<file path="config.mk">
export PLATFORM = sky130hd
export DESIGN_NAME = tcc_cell
export DESIGN_NICKNAME = d
export VERILOG_FILES = /design/src/rtl/tcc_pkg.sv /design/src/rtl/tcc_cell.sv
export VERILOG_INCLUDE_DIRS = /design/src /design/src/rtl
export SDC_FILE = /design/constraint.sdc
export NUM_CORES = 2
export LEC_CHECK = 0
export BUFFER_PORTS_ARGS = -buffer_cell sky130_fd_sc_hd__buf_2
export CELL_PAD_IN_SITES_DETAIL_PLACEMENT = 1
export CELL_PAD_IN_SITES_GLOBAL_PLACEMENT = 1
export CORE_ASPECT_RATIO = 1.1
export CORE_MARGIN = 1
export CORE_UTILIZATION = 45
export DETAILED_ROUTE_END_ITERATION = 6
export HOLD_SLACK_MARGIN = 0.12
export PLACE_DENSITY_LB_ADDON = 0.1
export SETUP_SLACK_MARGIN = 0.4
export SLEW_MARGIN = 20
export SYNTH_ARGS = -nofsm -noshare
export SYNTH_HDL_FRONTEND = slang
export SYNTH_SLANG_ARGS = --single-unit
</file>
<file path="constraint.sdc">
create_clock -name clk -period 22.6 [get_ports clk]
set_input_delay 1.13 -clock clk [delete_from_list [all_inputs] [get_ports clk]]
set_output_delay 1.13 -clock clk [all_outputs]
set_load 0.01 [all_outputs]
</file>
<file path="src/rtl/assert_macros.svh">
// assertion macros used by the toroidal collision cell
`ifndef ASSERT_MACROS_SVH
`define ASSERT_MACROS_SVH

// same-cycle implication, sampled on clk, off during rst
`define TCC_ASSERT_NOW(lbl, ante, cons) \
  lbl: assert property (@(posedge clk) disable iff (rst) (ante) |-> (cons)) \
    else $error("tcc assertion failed");

// next-cycle implication, sampled on clk, off during rst
`define TCC_ASSERT_NEXT(lbl, ante, cons) \
  lbl: assert property (@(posedge clk) disable iff (rst) (ante) |=> (cons)) \
    else $error("tcc assertion failed");

`endif

</file>
<file path="src/rtl/tcc_pkg.sv">
// constants, codes and shift tables for the toroidal collision block
package tcc_pkg;

  localparam int COORD_BITS  = 24;
  localparam int WRAP_BITS   = 23;
  localparam int RAD_BITS    = 16;
  localparam int RSUM_BITS   = RAD_BITS + 1;
  localparam int RSQ_BITS    = 2 * RSUM_BITS;
  localparam int DIST_BITS   = 50;
  localparam int HALF_BITS   = DIST_BITS / 2;
  localparam int IMAGE_COUNT = 9;

  localparam logic [DIST_BITS-1:0] DIST_MAX = {DIST_BITS{1'b1}};

  localparam logic signed [1:0] SHIFT_X [IMAGE_COUNT] =
    '{2'sd0, -2'sd1, -2'sd1, 2'sd0, 2'sd1, 2'sd1, 2'sd1, 2'sd0, -2'sd1};
  localparam logic signed [1:0] SHIFT_Y [IMAGE_COUNT] =
    '{2'sd0, 2'sd0, -2'sd1, -2'sd1, -2'sd1, 2'sd0, 2'sd1, 2'sd1, 2'sd1};

  typedef enum logic [0:0] {
    REG_WRAP_WIDTH  = 1'b0,
    REG_WRAP_HEIGHT = 1'b1
  } cfg_reg_t;

  localparam int CFG_INDEX_BITS = 1;

endpackage

</file>
<file path="src/rtl/tcc_cell.sv">
// one image cell: offset, square, and fold into the running least distance
`include "assert_macros.svh"

module tcc_cell #(
  parameter int COORD_BITS = tcc_pkg::COORD_BITS,
  parameter int IMG        = 0
) (
  input  logic                              clk,
  input  logic                              rst,
  input  logic [tcc_pkg::WRAP_BITS-1:0]     wrap_width,
  input  logic [tcc_pkg::WRAP_BITS-1:0]     wrap_height,
  input  logic                              src_valid,
  output logic                              src_ready,
  input  logic signed [COORD_BITS-1:0]      src_ax,
  input  logic signed [COORD_BITS-1:0]      src_ay,
  input  logic signed [COORD_BITS-1:0]      src_bx,
  input  logic signed [COORD_BITS-1:0]      src_by,
  input  logic [tcc_pkg::RSQ_BITS-1:0]      src_rsq,
  input  logic [tcc_pkg::DIST_BITS-1:0]     src_best,
  output logic                              dst_valid,
  input  logic                              dst_ready,
  output logic signed [COORD_BITS-1:0]      dst_ax,
  output logic signed [COORD_BITS-1:0]      dst_ay,
  output logic signed [COORD_BITS-1:0]      dst_bx,
  output logic signed [COORD_BITS-1:0]      dst_by,
  output logic [tcc_pkg::RSQ_BITS-1:0]      dst_rsq,
  output logic [tcc_pkg::DIST_BITS-1:0]     dst_best
);

  localparam int HALF = tcc_pkg::HALF_BITS;
  localparam int DIST = tcc_pkg::DIST_BITS;
  localparam int EXT  = COORD_BITS + HALF + 2;
  localparam logic signed [1:0] SX = tcc_pkg::SHIFT_X[IMG];
  localparam logic signed [1:0] SY = tcc_pkg::SHIFT_Y[IMG];

  logic signed [EXT-1:0] wx, hy, dx, dy;
  logic [EXT-1:0]        absx, absy;

  // stage a: offset differences
  logic                          a_valid, a_ready;
  logic signed [COORD_BITS-1:0]  a_ax, a_ay, a_bx, a_by;
  logic [tcc_pkg::RSQ_BITS-1:0]  a_rsq;
  logic [DIST-1:0]               a_best;
  logic [HALF-1:0]               a_magx, a_magy;
  logic                          a_overx, a_overy;

  // stage b: squares
  logic                          b_valid, b_ready;
  logic signed [COORD_BITS-1:0]  b_ax, b_ay, b_bx, b_by;
  logic [tcc_pkg::RSQ_BITS-1:0]  b_rsq;
  logic [DIST-1:0]               b_best;
  logic [DIST-1:0]               b_sqx, b_sqy;

  // stage c: fold
  logic                          c_valid, c_ready;
  logic signed [COORD_BITS-1:0]  c_ax, c_ay, c_bx, c_by;
  logic [tcc_pkg::RSQ_BITS-1:0]  c_rsq;
  logic [DIST-1:0]               c_best;
  logic [DIST:0]                 sum;
  logic [DIST-1:0]               img_dist, best_next;

  assign c_ready   = !c_valid || dst_ready;
  assign b_ready   = !b_valid || c_ready;
  assign a_ready   = !a_valid || b_ready;
  assign src_ready = a_ready;

  always_comb begin
    wx = '0;
    hy = '0;
    if (SX == 2'sd1) begin
      wx = EXT'($signed({1'b0, wrap_width}));
    end else if (SX == -2'sd1) begin
      wx = -EXT'($signed({1'b0, wrap_width}));
    end
    if (SY == 2'sd1) begin
      hy = EXT'($signed({1'b0, wrap_height}));
    end else if (SY == -2'sd1) begin
      hy = -EXT'($signed({1'b0, wrap_height}));
    end
    dx   = EXT'(src_ax) + wx - EXT'(src_bx);
    dy   = EXT'(src_ay) + hy - EXT'(src_by);
    absx = dx[EXT-1] ? EXT'(-dx) : EXT'(dx);
    absy = dy[EXT-1] ? EXT'(-dy) : EXT'(dy);
  end

  always_comb begin
    sum       = {1'b0, b_sqx} + {1'b0, b_sqy};
    img_dist  = sum[DIST] ? tcc_pkg::DIST_MAX : sum[DIST-1:0];
    best_next = (img_dist < b_best) ? img_dist : b_best;
  end

  always_ff @(posedge clk) begin
    if (rst) begin
      a_valid <= 1'b0;
      b_valid <= 1'b0;
      c_valid <= 1'b0;
    end else begin
      if (a_ready) a_valid <= src_valid;
      if (b_ready) b_valid <= a_valid;
      if (c_ready) c_valid <= b_valid;
    end
  end

  always_ff @(posedge clk) begin
    if (a_ready) begin
      a_ax    <= src_ax;
      a_ay    <= src_ay;
      a_bx    <= src_bx;
      a_by    <= src_by;
      a_rsq   <= src_rsq;
      a_best  <= src_best;
      a_magx  <= absx[HALF-1:0];
      a_magy  <= absy[HALF-1:0];
      a_overx <= |absx[EXT-1:HALF];
      a_overy <= |absy[EXT-1:HALF];
    end
    if (b_ready) begin
      b_ax   <= a_ax;
      b_ay   <= a_ay;
      b_bx   <= a_bx;
      b_by   <= a_by;
      b_rsq  <= a_rsq;
      b_best <= a_best;
      b_sqx  <= a_overx ? tcc_pkg::DIST_MAX : DIST'(a_magx) * DIST'(a_magx);
      b_sqy  <= a_overy ? tcc_pkg::DIST_MAX : DIST'(a_magy) * DIST'(a_magy);
    end
    if (c_ready) begin
      c_ax   <= b_ax;
      c_ay   <= b_ay;
      c_bx   <= b_bx;
      c_by   <= b_by;
      c_rsq  <= b_rsq;
      c_best <= best_next;
    end
  end

  assign dst_valid = c_valid;
  assign dst_ax    = c_ax;
  assign dst_ay    = c_ay;
  assign dst_bx    = c_bx;
  assign dst_by    = c_by;
  assign dst_rsq   = c_rsq;
  assign dst_best  = c_best;

  `TCC_ASSERT_NEXT(a_best_never_grows, c_ready && b_valid, c_best <= $past(b_best))
  `TCC_ASSERT_NEXT(a_over_saturates, b_ready && a_valid && a_overx, b_sqx == tcc_pkg::DIST_MAX)
  `TCC_ASSERT_NEXT(a_stall_holds, c_valid && !dst_ready, c_valid && $stable(c_best))

endmodule
</file>
==> metrics <==
port buffer count 365; critical path class register to register; vias in the first global route 48830; root buffer cell clkbuf_16; library cells used by synthesis 86; Hold WC Path Type register to register; Post-synth top cells inv_1 (1498), fa_1 (936), edfxtp_1 (692); Setup TNS 0 ps; Slew headroom 36.43%; first-pass GRT wire length 274.1 mm; GPL Wtd Cong 0.8558; crit path time final 9051 ps; number of setup buffers added after CTS 0; yosys warns 0; Worst EP arrival 9390 ps; Max-Cap Viols 0; chip width 365.9 microns; crit path capture type register; Initial Util 45.42%; Sink Count 695; worst path required time 22940 ps; status finished, final reports clean; Synth Register Bits 695; fraction of registers with async set/reset 0%; Core Area 144300 sq um; Max Freq 0.1105 GHz; Hold Buf Count CTS 0; Num CTS Buffers 75; Worst-path clk slew 70 ps; fin area 72140 sq um; syn avg cell area 10.71 sq um; worst skew pair latency 710 ps; 1st-iter DRT viols 1821; final WL 171.2 mm; Post-DP HPWL 136.1 mm; fin crit share 40.05%; Seq/Total Area, Yosys 31.79%; cell taking the most area after synthesis edfxtp_1; CP Launch Type register; GR Util All Layers 23.96%; Final ANT Viol Nets 0; EDFF count, synth 692; IO Pins 412; Synth area leaders edfxtp_1 (32%), fa_1 (29%), ha_1 (9.9%); TritonCTS clock tree yes; Final nets 8134; Area Growth Syn to Fin 10.04%; worst-margin pin slew 947.1 ps; CTS resizes 0; initial antenna violation count 11; vias 43300; largest net degree at the start of global routing 95; Slew Limit Fails 0; layout cell share with drive strength beyond 1 9.299%; CTS Buffer Depth 3; Hold WS 398.9 ps; Site Rows 146; CP Max Fanout 21; final hold viol count 0; # setup viols final 0; placed instance area 69670 sq um; Routed wire per std cell 20.30 microns; Main synth FF type edfxtp_1; RSZ-0062 raised after global routing false; area fraction of the dominant cell type after synthesis 31.70%; htree depth 3; Die Area 147200 sq um; clock skew 42.44 ps; most numerous cell in the Yosys netlist inv_1; global route overflow 0; number of vias per cell 5.133; DRC Markers 0; Cells after Synth 6118; first-pass iteration count of the detailed router 6; Mapped Area 65550 sq um; die height 402.3 microns
[per-layer routing]
metal | global-route usage (%) | wire length (microns) | vias up
li1 | - | - | 20030
met1 | 31.25 | 74920 | 22240
met2 | 42.25 | 85460 | 825
met3 | 3.327 | 7295 | 191
met4 | 5.263 | 3487 | 8
met5 | 0 | 54 | -
[state kept, by name (all words and copies together), names as in the netlist, 24 cells and up]
register  cells
b_bx         24
b_ay         24
a_bx         24
a_magx       25
b_sqx        50
dst_rsq      34
dst_ay       24
a_ay         24
dst_bx       24
dst_by       24
a_magy       25
dst_best     50
a_best       50
b_best       50
dst_ax       24
b_rsq        34
b_by         24
b_sqy        50
a_rsq        34
a_by         24
b_ax         24
a_ax         24
[through the flow]
| stage | utilization [%] | instances | setup WS (ps) |
|---|---|---|---|
| 2_1_floorplan | - | 6119 | 15100 |
| 3_3_place_gp | 48.28 | 8296 | 13690 |
| 3_5_place_dp | 48.28 | 8296 | 13520 |
| 4_1_cts | 49.98 | 8430 | 13400 |
| 5_1_grt | 49.98 | 8431 | 13160 |
| 6_report | 49.99 | 8434 | 13550 |
[critical path, stage by stage, from the launching register on]
cell	delay (ps)
edfxtp_1	320
buf_4	380
inv_1	370
nor2_1	350
fa_1	490
fa_1	510
inv_1	60
fa_1	530
inv_1	60
fa_1	400
fa_1	470
fa_1	560
inv_1	50
fa_1	480
inv_1	50
ha_1	350
and3_1	250
nand4_1	130
nor4_1	470
o311ai_0	370
a211o_1	460
a21o_1	220
a21oi_1	410
nor4_1	90
a311oi_1	810
[final timing paths]
path,start,to,slack (ps),cells past startpoint
setup / recovery,a_magx[11],b_sqx[43],13550,24
hold / removal,b_ay[16],dst_ay[16],400,0
setup reg to reg,a_magx[11],b_sqx[43],13550,24
hold reg to reg,b_ay[16],dst_ay[16],400,0
[cells by family (layout without fill, tap and decap cells)]
group | after synthesis | after routing | synth area share [%]
adders and majority gates | 1455 | 1455 | 38.49
xor gates and xnor gates | 220 | 220 | 2.951
other | 1 | 6 | 0.005720
muxes | 16 | 16 | 0.2558
DFF | 695 | 695 | 31.79
buffers and inverters | 1678 | 2065 | 9.612
and+or+nand+nor | 1320 | 1320 | 9.643
AOI/OAI and AO/OA | 733 | 733 | 7.253
[cell usage in the layout (no fill, tap or decap), types with 9 or more instances in the layout]
cell type and instances:
o21bai_1 25, o31ai_1 13, xnor2_1 124, a21oi_1 206
a21o_1 127, clkbuf_1 12, ha_1 519, edfxtp_1 692
and2_1 226, o21ai_0 138, nor4_1 15, mux2i_1 10
o211ai_1 17, a31oi_1 41, clkinv_2 13, nand4_1 45
nand3_1 47, or3_1 18, nor2b_1 30, nor2_1 215
or2_2 17, clkbuf_16 76, nor3_1 35, a211oi_1 25
buf_4 68, clkinv_1 11, and3_1 29, inv_1 1496
nand2b_1 54, nand2_1 552, a21boi_0 9, o21a_1 23
fa_1 936, xor2_1 95, buf_2 365
[area by class of cell]
cell class	instances	area (sq um)
well taps	1924	2407
clock buffers	88	1947
fillers	15810	72180
diodes	4	10.01
flip-flops and latches	695	20840
repair buffers	433	2337
inverters	1498	5638
multi-input cells	3746	38450
clock inverters	46	504.2
Power is not shown: default switching activity piles up to over one toggle a cycle in this logic, so the estimate is an artifact.
